<file path="config.mk">
export PLATFORM = sky130hd
export DESIGN_NAME = x86_instruction_byte_encoder
export DESIGN_NICKNAME = d
export VERILOG_FILES = /design/src/rtl/core/xibe_pkg.sv /design/src/rtl/core/xibe_decode.sv /design/src/rtl/core/xibe_assemble.sv /design/src/rtl/core/xibe_serial.sv /design/src/rtl/core/x86_instruction_byte_encoder.sv
export SDC_FILE = /design/constraint.sdc
export NUM_CORES = 1
export LEC_CHECK = 0
export ABC_AREA = 1
export BUFFER_PORTS_ARGS = -buffer_cell sky130_fd_sc_hd__buf_4
export CORE_MARGIN = 10
export CORE_UTILIZATION = 40
export CTS_BUF_LIST = sky130_fd_sc_hd__clkbuf_4 sky130_fd_sc_hd__clkbuf_8
export CTS_CLUSTER_SIZE = 25
export DETAILED_ROUTE_END_ITERATION = 12
export GPL_TIMING_DRIVEN = 0
export SLEW_MARGIN = 20
export SYNTH_ARGS = -nofsm -noshare
export SYNTH_HDL_FRONTEND = slang
export SYNTH_SLANG_ARGS = --single-unit
export TNS_END_PERCENT = 1
</file>
<file path="constraint.sdc">
create_clock -name clk -period 13.2 [get_ports clk]
set_input_delay 0.66 -clock clk [delete_from_list [all_inputs] [get_ports clk]]
set_output_delay 0.66 -clock clk [all_outputs]
set_load 0.03 [all_outputs]
</file>
<file path="src/rtl/core/xibe_pkg.sv">
// ----------------------------------------------------------------------------
// x86 instruction byte encoder package
// Shared codes, slot layout, stage structs and small lookup functions.
// ----------------------------------------------------------------------------
`timescale 1ns / 1ps
`default_nettype none

package xibe_pkg;

    // instruction kinds
    localparam logic [2:0] KIND_LEGACY = 3'd0;
    localparam logic [2:0] KIND_VEX    = 3'd1;
    localparam logic [2:0] KIND_3DNOW  = 3'd2;
    localparam logic [2:0] KIND_NOP    = 3'd3;

    // group 1 prefix codes
    localparam logic [1:0] GRP1_NONE  = 2'd0;
    localparam logic [1:0] GRP1_LOCK  = 2'd1;
    localparam logic [1:0] GRP1_REPNZ = 2'd2;
    localparam logic [1:0] GRP1_REPZ  = 2'd3;

    // segment override codes
    localparam logic [2:0] SEG_NONE = 3'd0;
    localparam logic [2:0] SEG_CS   = 3'd1;
    localparam logic [2:0] SEG_SS   = 3'd2;
    localparam logic [2:0] SEG_DS   = 3'd3;
    localparam logic [2:0] SEG_ES   = 3'd4;
    localparam logic [2:0] SEG_FS   = 3'd5;
    localparam logic [2:0] SEG_GS   = 3'd6;

    // argument size codes
    localparam logic [2:0] SIZE_BYTE  = 3'd1;
    localparam logic [2:0] SIZE_WORD  = 3'd2;
    localparam logic [2:0] SIZE_DWORD = 3'd3;
    localparam logic [2:0] SIZE_QWORD = 3'd4;

    // fixed byte values
    localparam logic [7:0] BYTE_OPSIZE  = 8'h66;
    localparam logic [7:0] BYTE_ADSIZE  = 8'h67;
    localparam logic [7:0] BYTE_REX     = 8'h40;
    localparam logic [7:0] BYTE_VEX2    = 8'hc5;
    localparam logic [7:0] BYTE_VEX3    = 8'hc4;
    localparam logic [7:0] BYTE_ESC     = 8'h0f;
    localparam logic [7:0] VEX_MAP_0F   = 8'h01;

    // slot layout of one instruction, in emit order
    localparam int NUM_SLOTS = 26;
    localparam int SLOT_PRE  = 0;    // five prefix slots (or VEX / 0F 0F / 66 run)
    localparam int SLOT_OP   = 5;    // three opcode slots
    localparam int SLOT_MS   = 8;    // ModRM, SIB
    localparam int SLOT_DISP = 10;   // eight displacement slots
    localparam int SLOT_IMM  = 18;   // eight immediate slots (or trailing opcode)
    localparam int NOP_MAX   = 14;   // longest run of 66 bytes

    typedef struct packed {
        logic [2:0]  kind;
        logic [1:0]  lock_rep;
        logic [2:0]  segment;
        logic [6:0]  prefix_bits;
        logic [12:0] vex_fields;
        logic [23:0] opcode;
        logic [1:0]  opcode_length;
        logic [17:0] modrm_sib;
        logic [63:0] displacement;
        logic [63:0] immediate;
        logic [5:0]  arg_sizes;
        logic [3:0]  nop_length;
    } item_t;

    typedef struct packed {
        logic [2:0]      kind;
        logic [4:0]      pre_mask;
        logic [4:0][7:0] pre_byte;
        logic            vex_long;
        logic [2:0][7:0] vex_byte;
        logic [2:0]      op_mask;
        logic [2:0][7:0] op_byte;
        logic [1:0]      ms_mask;
        logic [1:0][7:0] ms_byte;
        logic [7:0]      disp_mask;
        logic [63:0]     disp;
        logic [7:0]      imm_mask;
        logic [63:0]     imm;
        logic [3:0]      nop_len;
    } dec_t;

    typedef struct packed {
        logic [NUM_SLOTS-1:0]      mask;
        logic [NUM_SLOTS-1:0][7:0] bytes;
    } slot_t;

    function automatic logic [7:0] grp1_byte(input logic [1:0] code);
        logic [7:0] b;
        case (code)
            GRP1_LOCK:  b = 8'hf0;
            GRP1_REPNZ: b = 8'hf2;
            GRP1_REPZ:  b = 8'hf3;
            default:    b = 8'h00;
        endcase
        return b;
    endfunction

    function automatic logic [7:0] seg_byte(input logic [2:0] code);
        logic [7:0] b;
        case (code)
            SEG_CS:  b = 8'h2e;
            SEG_SS:  b = 8'h36;
            SEG_DS:  b = 8'h3e;
            SEG_ES:  b = 8'h26;
            SEG_FS:  b = 8'h64;
            SEG_GS:  b = 8'h65;
            default: b = 8'h00;
        endcase
        return b;
    endfunction

    function automatic logic [7:0] size_mask(input logic [2:0] code);
        logic [7:0] m;
        case (code)
            SIZE_BYTE:  m = 8'h01;
            SIZE_WORD:  m = 8'h03;
            SIZE_DWORD: m = 8'h0f;
            SIZE_QWORD: m = 8'hff;
            default:    m = 8'h00;
        endcase
        return m;
    endfunction

endpackage

`default_nettype wire

</file>
<file path="src/rtl/core/xibe_decode.sv">
// ----------------------------------------------------------------------------
// x86 instruction byte encoder: decode stage
// Build prefix, VEX, opcode and argument bytes with their present bits.
// ----------------------------------------------------------------------------
`timescale 1ns / 1ps
`default_nettype none

module xibe_decode (
    input  wire logic            clk,
    input  wire logic            rst_n,
    input  wire logic            in_valid,
    input  wire xibe_pkg::item_t in_item,
    output logic                 in_stall,
    output logic                 dec_valid,
    output xibe_pkg::dec_t       dec,
    input  wire logic            dec_stall
);

    logic           valid_reg;
    logic           valid_next;
    xibe_pkg::dec_t dec_reg;
    xibe_pkg::dec_t dec_next;

    logic       w, r, x, b;
    logic [4:0] map;
    logic [3:0] vvvv;
    logic       l;
    logic [1:0] pp;
    logic       vex_short;

    assign in_stall = valid_reg && dec_stall;

    always_comb
    begin
        w    = in_item.prefix_bits[3];
        r    = in_item.prefix_bits[4];
        x    = in_item.prefix_bits[5];
        b    = in_item.prefix_bits[6];
        map  = in_item.vex_fields[4:0];
        vvvv = in_item.vex_fields[8:5];
        l    = in_item.vex_fields[9];
        pp   = in_item.vex_fields[11:10];
        vex_short = (!x && !b && !w && ({3'b000, map} == xibe_pkg::VEX_MAP_0F))
                    || in_item.vex_fields[12];

        dec_next.kind = in_item.kind;

        dec_next.pre_mask[0] = in_item.lock_rep != xibe_pkg::GRP1_NONE;
        dec_next.pre_byte[0] = xibe_pkg::grp1_byte(in_item.lock_rep);
        dec_next.pre_byte[1] = xibe_pkg::seg_byte(in_item.segment);
        dec_next.pre_mask[1] = dec_next.pre_byte[1] != 8'h00;
        dec_next.pre_mask[2] = in_item.prefix_bits[0];
        dec_next.pre_byte[2] = xibe_pkg::BYTE_OPSIZE;
        dec_next.pre_mask[3] = in_item.prefix_bits[1];
        dec_next.pre_byte[3] = xibe_pkg::BYTE_ADSIZE;
        dec_next.pre_mask[4] = in_item.prefix_bits[2];
        dec_next.pre_byte[4] = xibe_pkg::BYTE_REX | {4'b0000, w, r, x, b};

        // VEX bits go out as supplied, no inversion
        dec_next.vex_long = !vex_short;
        if (vex_short)
        begin
            dec_next.vex_byte[0] = xibe_pkg::BYTE_VEX2;
            dec_next.vex_byte[1] = {r, vvvv, l, pp};
        end
        else
        begin
            dec_next.vex_byte[0] = xibe_pkg::BYTE_VEX3;
            dec_next.vex_byte[1] = {r, x, b, map};
        end
        dec_next.vex_byte[2] = {w, vvvv, l, pp};

        // opcode goes out most significant byte first
        dec_next.op_byte[0] = in_item.opcode[23:16];
        dec_next.op_byte[1] = in_item.opcode[15:8];
        dec_next.op_byte[2] = in_item.opcode[7:0];
        dec_next.op_mask[0] = in_item.opcode_length == 2'd3;
        dec_next.op_mask[1] = in_item.opcode_length[1];
        dec_next.op_mask[2] = in_item.opcode_length != 2'd0;

        // SIB only follows a present ModRM
        dec_next.ms_byte[0] = in_item.modrm_sib[7:0];
        dec_next.ms_byte[1] = in_item.modrm_sib[15:8];
        dec_next.ms_mask[0] = in_item.modrm_sib[16];
        dec_next.ms_mask[1] = in_item.modrm_sib[16] && in_item.modrm_sib[17];

        dec_next.disp      = in_item.displacement;
        dec_next.disp_mask = xibe_pkg::size_mask(in_item.arg_sizes[2:0]);
        dec_next.imm       = in_item.immediate;
        dec_next.imm_mask  = xibe_pkg::size_mask(in_item.arg_sizes[5:3]);
        dec_next.nop_len   = in_item.nop_length;

        valid_next = in_stall ? valid_reg : in_valid;
    end

    always_ff @(posedge clk or negedge rst_n)
    begin
        if (!rst_n)
        begin
            valid_reg <= 1'b0;
        end
        else
        begin
            valid_reg <= valid_next;
        end
    end

    always_ff @(posedge clk)
    begin
        if (!in_stall && in_valid)
        begin
            dec_reg <= dec_next;
        end
    end

    assign dec_valid = valid_reg;
    assign dec       = dec_reg;

endmodule

`default_nettype wire

</file>
<file path="src/rtl/core/xibe_assemble.sv">
// ----------------------------------------------------------------------------
// x86 instruction byte encoder: assemble stage
// Place the decoded bytes into emit-order slots per instruction kind.
// ----------------------------------------------------------------------------
`timescale 1ns / 1ps
`default_nettype none

module xibe_assemble (
    input  wire logic            clk,
    input  wire logic            rst_n,
    input  wire logic            dec_valid,
    input  wire xibe_pkg::dec_t  dec,
    output logic                 dec_stall,
    output logic                 slot_valid,
    output xibe_pkg::slot_t      slot,
    input  wire logic            slot_stall
);

    logic            valid_reg;
    logic            valid_next;
    xibe_pkg::slot_t slot_reg;
    xibe_pkg::slot_t slot_next;

    assign dec_stall = valid_reg && slot_stall;

    always_comb
    begin
        slot_next.mask  = '0;
        slot_next.bytes = '0;

        // opcode, ModRM/SIB and argument slots as laid out for legacy and VEX
        for (int i = 0; i < 3; i++)
        begin
            slot_next.bytes[xibe_pkg::SLOT_OP + i] = dec.op_byte[i];
        end
        for (int i = 0; i < 2; i++)
        begin
            slot_next.bytes[xibe_pkg::SLOT_MS + i] = dec.ms_byte[i];
        end
        for (int i = 0; i < 8; i++)
        begin
            slot_next.bytes[xibe_pkg::SLOT_DISP + i] = dec.disp[8*i +: 8];
            slot_next.bytes[xibe_pkg::SLOT_IMM + i]  = dec.imm[8*i +: 8];
        end

        case (dec.kind)
            xibe_pkg::KIND_LEGACY:
            begin
                for (int i = 0; i < 5; i++)
                begin
                    slot_next.bytes[xibe_pkg::SLOT_PRE + i] = dec.pre_byte[i];
                    slot_next.mask[xibe_pkg::SLOT_PRE + i]  = dec.pre_mask[i];
                end
                slot_next.mask[xibe_pkg::SLOT_OP +: 3]   = dec.op_mask;
                slot_next.mask[xibe_pkg::SLOT_MS +: 2]   = dec.ms_mask;
                slot_next.mask[xibe_pkg::SLOT_DISP +: 8] = dec.disp_mask;
                slot_next.mask[xibe_pkg::SLOT_IMM +: 8]  = dec.imm_mask;
            end
            xibe_pkg::KIND_VEX:
            begin
                for (int i = 0; i < 3; i++)
                begin
                    slot_next.bytes[xibe_pkg::SLOT_PRE + i] = dec.vex_byte[i];
                end
                slot_next.mask[xibe_pkg::SLOT_PRE +: 3]  = {dec.vex_long, 2'b11};
                slot_next.mask[xibe_pkg::SLOT_OP +: 3]   = dec.op_mask;
                slot_next.mask[xibe_pkg::SLOT_MS +: 2]   = dec.ms_mask;
                slot_next.mask[xibe_pkg::SLOT_DISP +: 8] = dec.disp_mask;
                slot_next.mask[xibe_pkg::SLOT_IMM +: 8]  = dec.imm_mask;
            end
            xibe_pkg::KIND_3DNOW:
            begin
                // opcode trails as suffix, in the immediate slots
                slot_next.bytes[xibe_pkg::SLOT_PRE]     = xibe_pkg::BYTE_ESC;
                slot_next.bytes[xibe_pkg::SLOT_PRE + 1] = xibe_pkg::BYTE_ESC;
                slot_next.mask[xibe_pkg::SLOT_PRE +: 2] = 2'b11;
                for (int i = 0; i < 3; i++)
                begin
                    slot_next.bytes[xibe_pkg::SLOT_IMM + i] = dec.op_byte[i];
                end
                slot_next.mask[xibe_pkg::SLOT_MS +: 2]   = dec.ms_mask;
                slot_next.mask[xibe_pkg::SLOT_DISP +: 8] = dec.disp_mask;
                slot_next.mask[xibe_pkg::SLOT_IMM +: 3]  = dec.op_mask;
            end
            xibe_pkg::KIND_NOP:
            begin
                // length minus one 66 bytes, then the opcode
                for (int i = 0; i < xibe_pkg::NOP_MAX; i++)
                begin
                    slot_next.bytes[i] = xibe_pkg::BYTE_OPSIZE;
                    slot_next.mask[i]  = dec.nop_len > 4'(i + 1);
                end
                for (int i = 0; i < 3; i++)
                begin
                    slot_next.bytes[xibe_pkg::SLOT_IMM + i] = dec.op_byte[i];
                end
                slot_next.mask[xibe_pkg::SLOT_IMM +: 3] = dec.op_mask;
            end
            default:
            begin
                slot_next.mask = '0;
            end
        endcase

        // drop items that produce no bytes
        valid_next = dec_stall ? valid_reg : (dec_valid && (slot_next.mask != '0));
    end

    always_ff @(posedge clk or negedge rst_n)
    begin
        if (!rst_n)
        begin
            valid_reg <= 1'b0;
        end
        else
        begin
            valid_reg <= valid_next;
        end
    end

    always_ff @(posedge clk)
    begin
        if (!dec_stall && dec_valid)
        begin
            slot_reg <= slot_next;
        end
    end

    assign slot_valid = valid_reg;
    assign slot       = slot_reg;

endmodule

`default_nettype wire

</file>
<file path="src/rtl/core/xibe_serial.sv">
// ----------------------------------------------------------------------------
// x86 instruction byte encoder: serializer
// Emit the lowest present slot each cycle into the output register, unless the output stalls.
// ----------------------------------------------------------------------------
`timescale 1ns / 1ps
`default_nettype none

module xibe_serial (
    input  wire logic            clk,
    input  wire logic            rst_n,
    input  wire logic            slot_valid,
    input  wire xibe_pkg::slot_t slot,
    output logic                 slot_stall,
    output logic                 out_valid,
    output logic [7:0]           out_byte,
    output logic                 last,
    input  wire logic            out_stall
);

    logic [xibe_pkg::NUM_SLOTS-1:0]      mask_reg;
    logic [xibe_pkg::NUM_SLOTS-1:0]      mask_next;
    logic [xibe_pkg::NUM_SLOTS-1:0][7:0] bytes_reg;
    logic                                out_valid_reg;
    logic                                out_valid_next;
    logic [7:0]                          out_byte_reg;
    logic                                last_reg;

    logic                           out_load;
    logic                           emit;
    logic                           take;
    logic [xibe_pkg::NUM_SLOTS-1:0] low;
    logic [xibe_pkg::NUM_SLOTS-1:0] rest;
    logic [7:0]                     sel_byte;

    always_comb
    begin
        out_load = !out_valid_reg || !out_stall;
        emit     = out_load && (mask_reg != '0);
        low      = mask_reg & (~mask_reg + {{(xibe_pkg::NUM_SLOTS-1){1'b0}}, 1'b1});
        rest     = mask_reg & ~low;

        sel_byte = 8'h00;
        for (int i = 0; i < xibe_pkg::NUM_SLOTS; i++)
        begin
            sel_byte = sel_byte | (bytes_reg[i] & {8{low[i]}});
        end

        // take the next item once the current one runs out
        slot_stall = !((mask_reg == '0) || (emit && (rest == '0)));
        take       = slot_valid && !slot_stall;

        if (take)
        begin
            mask_next = slot.mask;
        end
        else if (emit)
        begin
            mask_next = rest;
        end
        else
        begin
            mask_next = mask_reg;
        end

        if (emit)
        begin
            out_valid_next = 1'b1;
        end
        else if (out_load)
        begin
            out_valid_next = 1'b0;
        end
        else
        begin
            out_valid_next = out_valid_reg;
        end
    end

    always_ff @(posedge clk or negedge rst_n)
    begin
        if (!rst_n)
        begin
            mask_reg      <= '0;
            out_valid_reg <= 1'b0;
        end
        else
        begin
            mask_reg      <= mask_next;
            out_valid_reg <= out_valid_next;
        end
    end

    always_ff @(posedge clk)
    begin
        if (take)
        begin
            bytes_reg <= slot.bytes;
        end
        if (emit)
        begin
            out_byte_reg <= sel_byte;
            last_reg     <= rest == '0;
        end
    end

    assign out_valid = out_valid_reg;
    assign out_byte  = out_byte_reg;
    assign last      = last_reg;

endmodule

`default_nettype wire

</file>
<file path="src/rtl/core/x86_instruction_byte_encoder.sv">
// ----------------------------------------------------------------------------
// x86 instruction byte encoder
// Path: the decode, assemble and serializer registers lead to the output register.
// Throughput: one byte per cycle while out_stall is low; the next item loads as
// the last byte leaves; items without bytes are dropped. The serializer sets the rate.
// Reset: asynchronous, active low; clears all valid bits and pending bytes.
// ----------------------------------------------------------------------------
`timescale 1ns / 1ps
`default_nettype none

module x86_instruction_byte_encoder (
    input  wire logic        clk,
    input  wire logic        rst_n,

    // instruction channel
    input  wire logic        in_valid,
    output logic             in_stall,
    input  wire logic [2:0]  kind,
    input  wire logic [1:0]  lock_rep,
    input  wire logic [2:0]  segment,
    input  wire logic [6:0]  prefix_bits,
    input  wire logic [12:0] vex_fields,
    input  wire logic [23:0] opcode,
    input  wire logic [1:0]  opcode_length,
    input  wire logic [17:0] modrm_sib,
    input  wire logic [63:0] displacement,
    input  wire logic [63:0] immediate,
    input  wire logic [5:0]  arg_sizes,
    input  wire logic [3:0]  nop_length,

    // byte channel
    output logic             out_valid,
    input  wire logic        out_stall,
    output logic [7:0]       out_byte,
    output logic             last
);

    xibe_pkg::item_t in_item;
    xibe_pkg::dec_t  dec;
    xibe_pkg::slot_t slot;
    logic            dec_valid;
    logic            dec_stall;
    logic            slot_valid;
    logic            slot_stall;

    // Bundle the instruction fields for the decode stage.
    always_comb
    begin
        in_item.kind          = kind;
        in_item.lock_rep      = lock_rep;
        in_item.segment       = segment;
        in_item.prefix_bits   = prefix_bits;
        in_item.vex_fields    = vex_fields;
        in_item.opcode        = opcode;
        in_item.opcode_length = opcode_length;
        in_item.modrm_sib     = modrm_sib;
        in_item.displacement  = displacement;
        in_item.immediate     = immediate;
        in_item.arg_sizes     = arg_sizes;
        in_item.nop_length    = nop_length;
    end

    // Stage 1: turn fields into candidate bytes, each with a present bit.
    xibe_decode u_decode (
        .clk       (clk),
        .rst_n     (rst_n),
        .in_valid  (in_valid),
        .in_item   (in_item),
        .in_stall  (in_stall),
        .dec_valid (dec_valid),
        .dec       (dec),
        .dec_stall (dec_stall)
    );

    // Stage 2: lay the bytes out in emit order for the instruction kind;
    // drop items with no bytes here so they never reach the serializer.
    xibe_assemble u_assemble (
        .clk        (clk),
        .rst_n      (rst_n),
        .dec_valid  (dec_valid),
        .dec        (dec),
        .dec_stall  (dec_stall),
        .slot_valid (slot_valid),
        .slot       (slot),
        .slot_stall (slot_stall)
    );

    // Stage 3: walk the present slots lowest first, one byte per unstalled cycle,
    // into a registered output; the next item loads as the last byte leaves.
    xibe_serial u_serial (
        .clk        (clk),
        .rst_n      (rst_n),
        .slot_valid (slot_valid),
        .slot       (slot),
        .slot_stall (slot_stall),
        .out_valid  (out_valid),
        .out_byte   (out_byte),
        .last       (last),
        .out_stall  (out_stall)
    );

endmodule

`default_nettype wire
</file>
==> results of run 1 <==
critical path: stages, from the launching register on:
cell,delay [ns]
dfrtp_1,0.44
nor2_1,0.21
nand2_1,0.13
nor2_2,0.27
nand3_1,0.23
nand2_1,0.13
nand2_1,0.07
inv_2,0.04
nand2_1,0.09
nor2_1,0.15
nand3_2,0.11
nand2_2,0.09
buf_6,0.14
nand2_1,0.13
inv_8,0.55
buf_16,0.43
stage by stage:
step | util (%) | hold WS [ns] | total power, mW
2_1_floorplan | - | 0.3644 | 5.306
3_3_place_gp | 44.92 | 0.4004 | 6.229
3_5_place_dp | 45.21 | 0.4045 | 6.048
4_1_cts | 48.78 | 0.04522 | 7.833
5_1_grt | 48.79 | 0.06067 | 8.185
6_report | 48.79 | 0.1096 | 7.742
report_power, final:
part | total, mW | leakage (nW) | switching (mW) | internal [mW]
logic | 2.10 | 3.91 | 1.60 | 0.496
registers | 3.87 | 6.37 | 0.252 | 3.62
clock network | 1.77 | 1.14 | 0.810 | 0.964
cells in the mapped netlist, types with 10 or more instances:
library cell	count	area, µm²
inv_1	140	525.5
or2_2	27	168.9
nand4_1	29	181.4
nand2_1	419	1573
a21oi_1	15	75.07
a22o_1	10	87.58
nand3_1	63	315.3
o21ai_0	40	200.2
edfxtp_1	649	19490
a221oi_1	11	96.34
inv_2	11	41.29
dfrtp_1	29	725.7
clkbuf_1	18	67.56
nor2_1	134	503.0
worst max path at each step:
| stage | startpoint | end | slack (ns) | cells past startpoint |
|---|---|---|---|---|
| final | u_serial.mask_reg[5] | u_serial.bytes_reg[186] | 9.52 | 15 |
| after global placement | u_serial.mask_reg[5] | u_decode.dec[12] | 4.25 | 13 |
| after floorplan | u_serial.mask_reg[0] | u_decode.dec[0] | 6.74 | 13 |
| after CTS | u_serial.mask_reg[5] | u_serial.bytes_reg[138] | 9.47 | 15 |
| after detailed placement | u_serial.mask_reg[5] | u_serial.bytes_reg[168] | 9.48 | 15 |
| after global routing | u_serial.mask_reg[5] | u_serial.bytes_reg[50] | 9.19 | 15 |
metal layers:
metal / share of wire, % / GRT usage, % / vias to the layer above
li1: - / - / 6570
met1: 42 / 20.76 / 6774
met2: 48 / 25.99 / 473
met3: 6.6 / 3.885 / 94
met4: 3.1 / 6.763 / 2
met5: 0.034 / 0 / -
cells by family (layout without fill, tap and decap cells):
group	after synthesis	count (layout)	share of synthesized area, %
buffers and inverters	177	604	2.772
flip-flops	678	678	82.32
other	0	3	0
AO/OA/AOI/OAI	102	102	2.721
AND/OR/NAND/NOR	704	704	12.19
final cells by class:
| type | instances | area, µm² | share of cell area, % |
|---|---|---|---|
| clock buffer | 152 | 1842 | 6.230 |
| antenna | 3 | 7.507 | 0.02540 |
| inverter | 151 | 589.3 | 1.994 |
| clock inverter | 44 | 311.5 | 1.054 |
| timing repair buffer | 231 | 1841 | 6.226 |
| tap | 782 | 978.4 | 3.310 |
| multi-input combinational | 806 | 3664 | 12.39 |
| sequential | 678 | 20210 | 68.38 |
| buffer | 26 | 113.9 | 0.3852 |
repair_timing:
action / in CTS / in global routing
resized for setup: 0 / 0
hold buffers: 1 / 0
hold endpoints to repair: 29 / 0
setup buffers: 0 / 0
==> qor.yml, run 1 <==
flow_run:
  max-cap-violations: 0
worst_setup_path:
  r2r_start: "u_serial.mask_reg[5]"
  r2r_slack_ns: 9.52
  start_kind: "register"
  worstReg2RegEnd: "u_serial.bytes_reg[186]"
  cp.arrival_ns: 4.04
  crit_fanout: 102
  crit_type: "reg2reg"
  endpoint_kind: "register"
  r2r_cells: 15
  cp_data_required_time_ns: 13.56
timing:
  slew_viol_final: 0
  final.setup.tns_ns: 0
  setup-violations-final: 0
  fin_skew_ns: 0.03214
  relSlewSlack_pct: 23.90
  worst_slack_ns: 9.521
  hold_viol_final: 0
  timing.final.crit_share_pct: 27.87
  worst-slew-pin-transition_ns: 1.137
  fmax_ghz: 0.2718
  fin_crit_ns: 3.679
  rsz0062_at_grt: "no"
detailed_routing:
  wl_mm: 58.10
  drc: 0
  drt-vias-per-instance: 4.843
  first_pass_iters: 6
  drt_iter0_drc: 1377
  wl_per_cell_um: 20.22
  num_vias: 13913
  postRouteAntennaNets: 0
die:
  floorplan.initialDensity_pct: 40.53
  die_w_um: 267.8
  ios: 225
  die-area_mm2: 0.07170
  std_cell_rows: 90
  coreArea_mm2: 0.06058
  die_y_um: 267.8
worst_hold_path:
  hold_path_depth: 1
  hold_path_end: "u_decode.dec[16]"
  min-delay-start: "immediate[12]"
  min_path_type: "in2reg"
global_routing:
  gr-total-overflow: 0
  grt_pass1_wl_mm: 85.73
  track_usage_pct: 16.15
  grt_pass1_vias: 14364
  grt_max_degree: 111
  antenna_found_initial: 4
cells_and_area:
  final_cell_mix: "edfxtp_1, nand2_1, buf_4"
  largest_register_ffs: 222
  drive_gt1_share_pct: 22.17
  final_area_mm2: 0.02956
  layout.cells.non_filler: 2873
  num-fill-cells: 5237
  final_common_cell: "edfxtp_1"
  final_nets: 2216
  area_growth_pct: 20.38
logic_synthesis:
  ys_warn_count: 0
  syn_nets: 1875
  syn_avg_cell_area_um2: 14.78
  yosys_register_bits: 678
  syn_area_mm2: 0.02456
  synth_ff_type: "edfxtp_1"
  synth_cells: 1661
  synthArstFlopShare_pct: 4.277
  yosysSeqAreaShare_pct: 82.32
  synth_edf_count: 649
  synth_cell_types: 39
power:
  p_per_area_mw_per_mm2: 261.9
  irDropWorstVdd_mv: 0.2709
  p_leak_nw: 11.42
placed_design:
  gp_congestion: 0.8479
  hpwl_mm: 39.96
  port_buffers: 224
  preCtsSetupSlack_ns: 9.482
  place_inst: 2673
  place_area_mm2: 0.02739
clock_network:
  cts_root_buf: "clkbuf_8"
  clk_pin_slew_ns: 0.06
  numCtsBuffers: 108
  cts_tree: "done"
  cts.sinks: 678
  clock_path_buffers: 3
  htreeDepth: 3
  clk_latency_ns: 0.71
run_status:
  status: "complete, no violations"
Power figures use the tool's default switching activity.
==> inputs of run 2 (changes only) <==
Settings changed: ABC_AREA 1 to 0.
Clock period 13.2 ns to 3.3 ns, I/O delays scaled along.
==> run 2 against run 1 <==
  * The run now ends with negative setup slack left
  * Utilization is 6.3 points higher
  * Flip-flop and latch count unchanged
  * Die area fell by 1.4%
  * Combinational power grew to 4.3 times the previous value
  * Maximum frequency down 10%
  * Total power grew to 3.8 times the previous value
  * Worst hold slack gained 0.084 ns
  * Via count is 4.8% higher
  * Worst setup slack worse by 10 ns
  * Area after synthesis down 1.5%
  * Sequential share of layout area shrank 7.4 points
  * Non-clock buffer count up 343
  * Highest routed layer is now met4
==> qor.yml, run 2 <==
global_routing:
  grt_busiest_layer: "met2"
  grt_pass1_vias: 15335
  gr-total-overflow: 0
  antenna_found_initial: 2
  track_usage_pct: 17.85
  met2_usage_pct: 30.05
  grtUsageMet1_pct: 22.83
  grt_pass1_wl_mm: 94.28
  use_met3_pct: 3.460
  grt_max_degree: 30
timing:
  hold_viol_final: 0
  fmax_ghz: 0.2447
  slew_viol_final: 0
  relSlewSlack_pct: 34.53
  rsz0062_at_grt: "yes"
  worst-slew-pin-transition_ns: 0.9821
  setup-violations-final: 642
  final.setup.tns_ns: -363.36
  fin_crit_ns: 4.086
  worst_slack_ns: -0.7862
  timing.final.crit_share_pct: 123.8
  fin_skew_ns: 0.05713
logic_synthesis:
  yosys.area.top_type: "edfxtp_1"
  synth_cells: 1363
  synth_edf_count: 649
  synthTopCellsByArea: "edfxtp_1, dfrtp_1, nand2_1, or2_2, nor2b_1"
  syn_nets: 1577
  yosys.cell_count.top_type: "edfxtp_1"
  synth_top_area_share_pct: 80.61
  synth_xor_area_share_pct: 0.1449
  yosysSeqAreaShare_pct: 83.61
  synth_commonest_cells: "edfxtp_1, nand2_1, or2_2"
  synth_cell_types: 65
  synth_top_family_by_area: "simple AND/OR/NAND/NOR gates"
  syn_area_mm2: 0.02418
  synthArstFlopShare_pct: 4.277
  synth-compound-area-share_pct: 6.257
  synthMuxAreaShare_pct: 0.5744
  yosys.area_share.simple_pct: 8.135
  syn_avg_cell_area_um2: 17.74
  yosys_register_bits: 678
  ys_warn_count: 0
  synth_ff_type: "edfxtp_1"
  synthAdderAreaFrac_pct: 0
worst_setup_path:
  max_stage_delay_ns: 0.58
  cp_top_family: "simple AND/OR/NAND/NOR gates"
  start_kind: "register"
  crit_type: "reg2reg"
  cp.arrival_ns: 4.49
  worstSetupPathDepth: 15
  r2r_cells: 15
  cp_data_required_time_ns: 3.71
  crit_chain: "clkbuf_8, nor4_1, nand3_4, or3_1, a2111o_1, nor4_4, a21oi_4, buf_6, a31oi_4, buf_12, buf_16, buf_16, buf_16, buf_12, clkbuf_16"
  path_common_cell: "buf_16"
  slowest_stage: "nor4_1"
  endpoint_kind: "register"
  path_buf_inv: 8
  crit_fanout: 8
flow_run:
  max-cap-violations: 0
detailed_routing:
  drt-vias-per-instance: 5.045
  wl_per_cell_um: 21.98
  first_pass_iters: 7
  num_vias: 14580
  drt_iter0_drc: 1233
  wl_mm: 63.53
  postRouteAntennaNets: 0
  drc: 0
power:
  p_leak_nw: 11.97
  irDropWorstVdd_mv: 0.4420
  p_per_area_mw_per_mm2: 890.2
clock_network:
  clock_path_buffers: 3
  cts.sinks: 678
  clk_pin_slew_ns: 0.06
  clk_latency_ns: 0.72
  cts_tree: "done"
  cts_root_buf: "clkbuf_8"
  numCtsBuffers: 107
  htreeDepth: 3
placed_design:
  gp_congestion: 0.8425
  hpwl_mm: 41.39
  port_buffers: 224
  place_area_mm2: 0.02789
cells_and_area:
  final_common_cell: "edfxtp_1"
  multiInputGateArea_mm2: 0.003895
  final_nets: 2232
  final_cell_mix: "edfxtp_1, buf_4, dlygate4sd3_1"
  final_area_mm2: 0.03313
  num-fill-cells: 4671
  area_growth_pct: 37.04
  drive_gt1_share_pct: 28.52
  largest_register_ffs: 222
  seq_area_mm2: 0.02022
die:
  die-area_mm2: 0.07068
  coreArea_mm2: 0.06013
  die_w_um: 265.9
  ios: 225
  std_cell_rows: 90
  die_y_um: 265.9
  floorplan.initialDensity_pct: 40.21
run_status:
  status: "complete, but fails checks"
  violations: "negative setup slack"
worst_hold_path:
  hold_path_depth: 2
  min_path_type: "in2reg"
==> run 2: routing by layer <==
metal,vias to the layer above,part of all wire [%]
met5,-,0
met1,7260,41
met3,96,6.2
met2,572,50
li1,6652,-
met4,0,2.3
==> run 2: timing repair <==
item | CTS | global route
buffers inserted | 38 | 13
hold endpoints to repair | 264 | 0
gates resized for setup | 58 | 21
hold buffers | 222 | 0
cloned | 11 | 1
pin swaps | 10 | 10
endpoints found under the setup margin | 730 | 690
==> run 2: path summary, 6_finish.rpt <==
path	startpoint	to	slack, ns
worst min-delay path	immediate[58]	u_decode.dec[62]	0.19
worst max-delay path	u_serial.mask_reg[9]	u_decode.dec[161]	-0.79
max in group asynchronous	rst_n	u_serial.mask_reg[1]	2.57
min in group asynchronous	rst_n	u_serial.mask_reg[24]	0.50
worst max register to register	u_serial.mask_reg[9]	u_decode.dec[161]	-0.79
worst min register to register	u_assemble.slot[7]	u_serial.bytes_reg[7]	0.38
==> run 2: layout make-up <==
type / count / share of cell area, %
Sequential cell: 678 / 61.03
Timing Repair Buffer: 548 / 17.16
Multi-Input combinational cell: 610 / 11.76
Clock buffer: 132 / 5.030
Tap cell: 782 / 2.953
Clock inverter: 66 / 1.046
Buffer: 52 / 0.7817
Inverter: 21 / 0.2379
Antenna cell: 1 / 0.007553
==> run 2: where the power goes <==
part,internal (mW),switching [mW]
Combinational,3.95,5.08
Clock,3.48,3.24
Sequential,12.9,0.857
==> run 2: per-stage QoR <==
step	total power, mW	cells	setup slack [ns]	util, %	hold WS (ns)
after floorplan	17.78	1363	-3.497	-	-0.1306
after global placement	20.18	2369	-5.703	44.75	0.1133
after detailed placement	21.30	2411	-1.499	46.39	0.1287
after CTS	29.45	2877	-0.8154	54.80	0.1232
after global routing	30.89	2889	-0.9281	55.09	0.1490
final	29.49	2890	-0.7862	55.10	0.1935
==> run 2: kinds of logic (layout without fill, tap and decap cells) <==
family | after synthesis | count (layout)
DFF | 678 | 678
buffers and inverters | 75 | 819
muxes | 13 | 13
xor gates and xnor gates | 4 | 4
and+or+nand+nor | 385 | 385
other | 0 | 1
AOI/OAI and AO/OA | 208 | 208
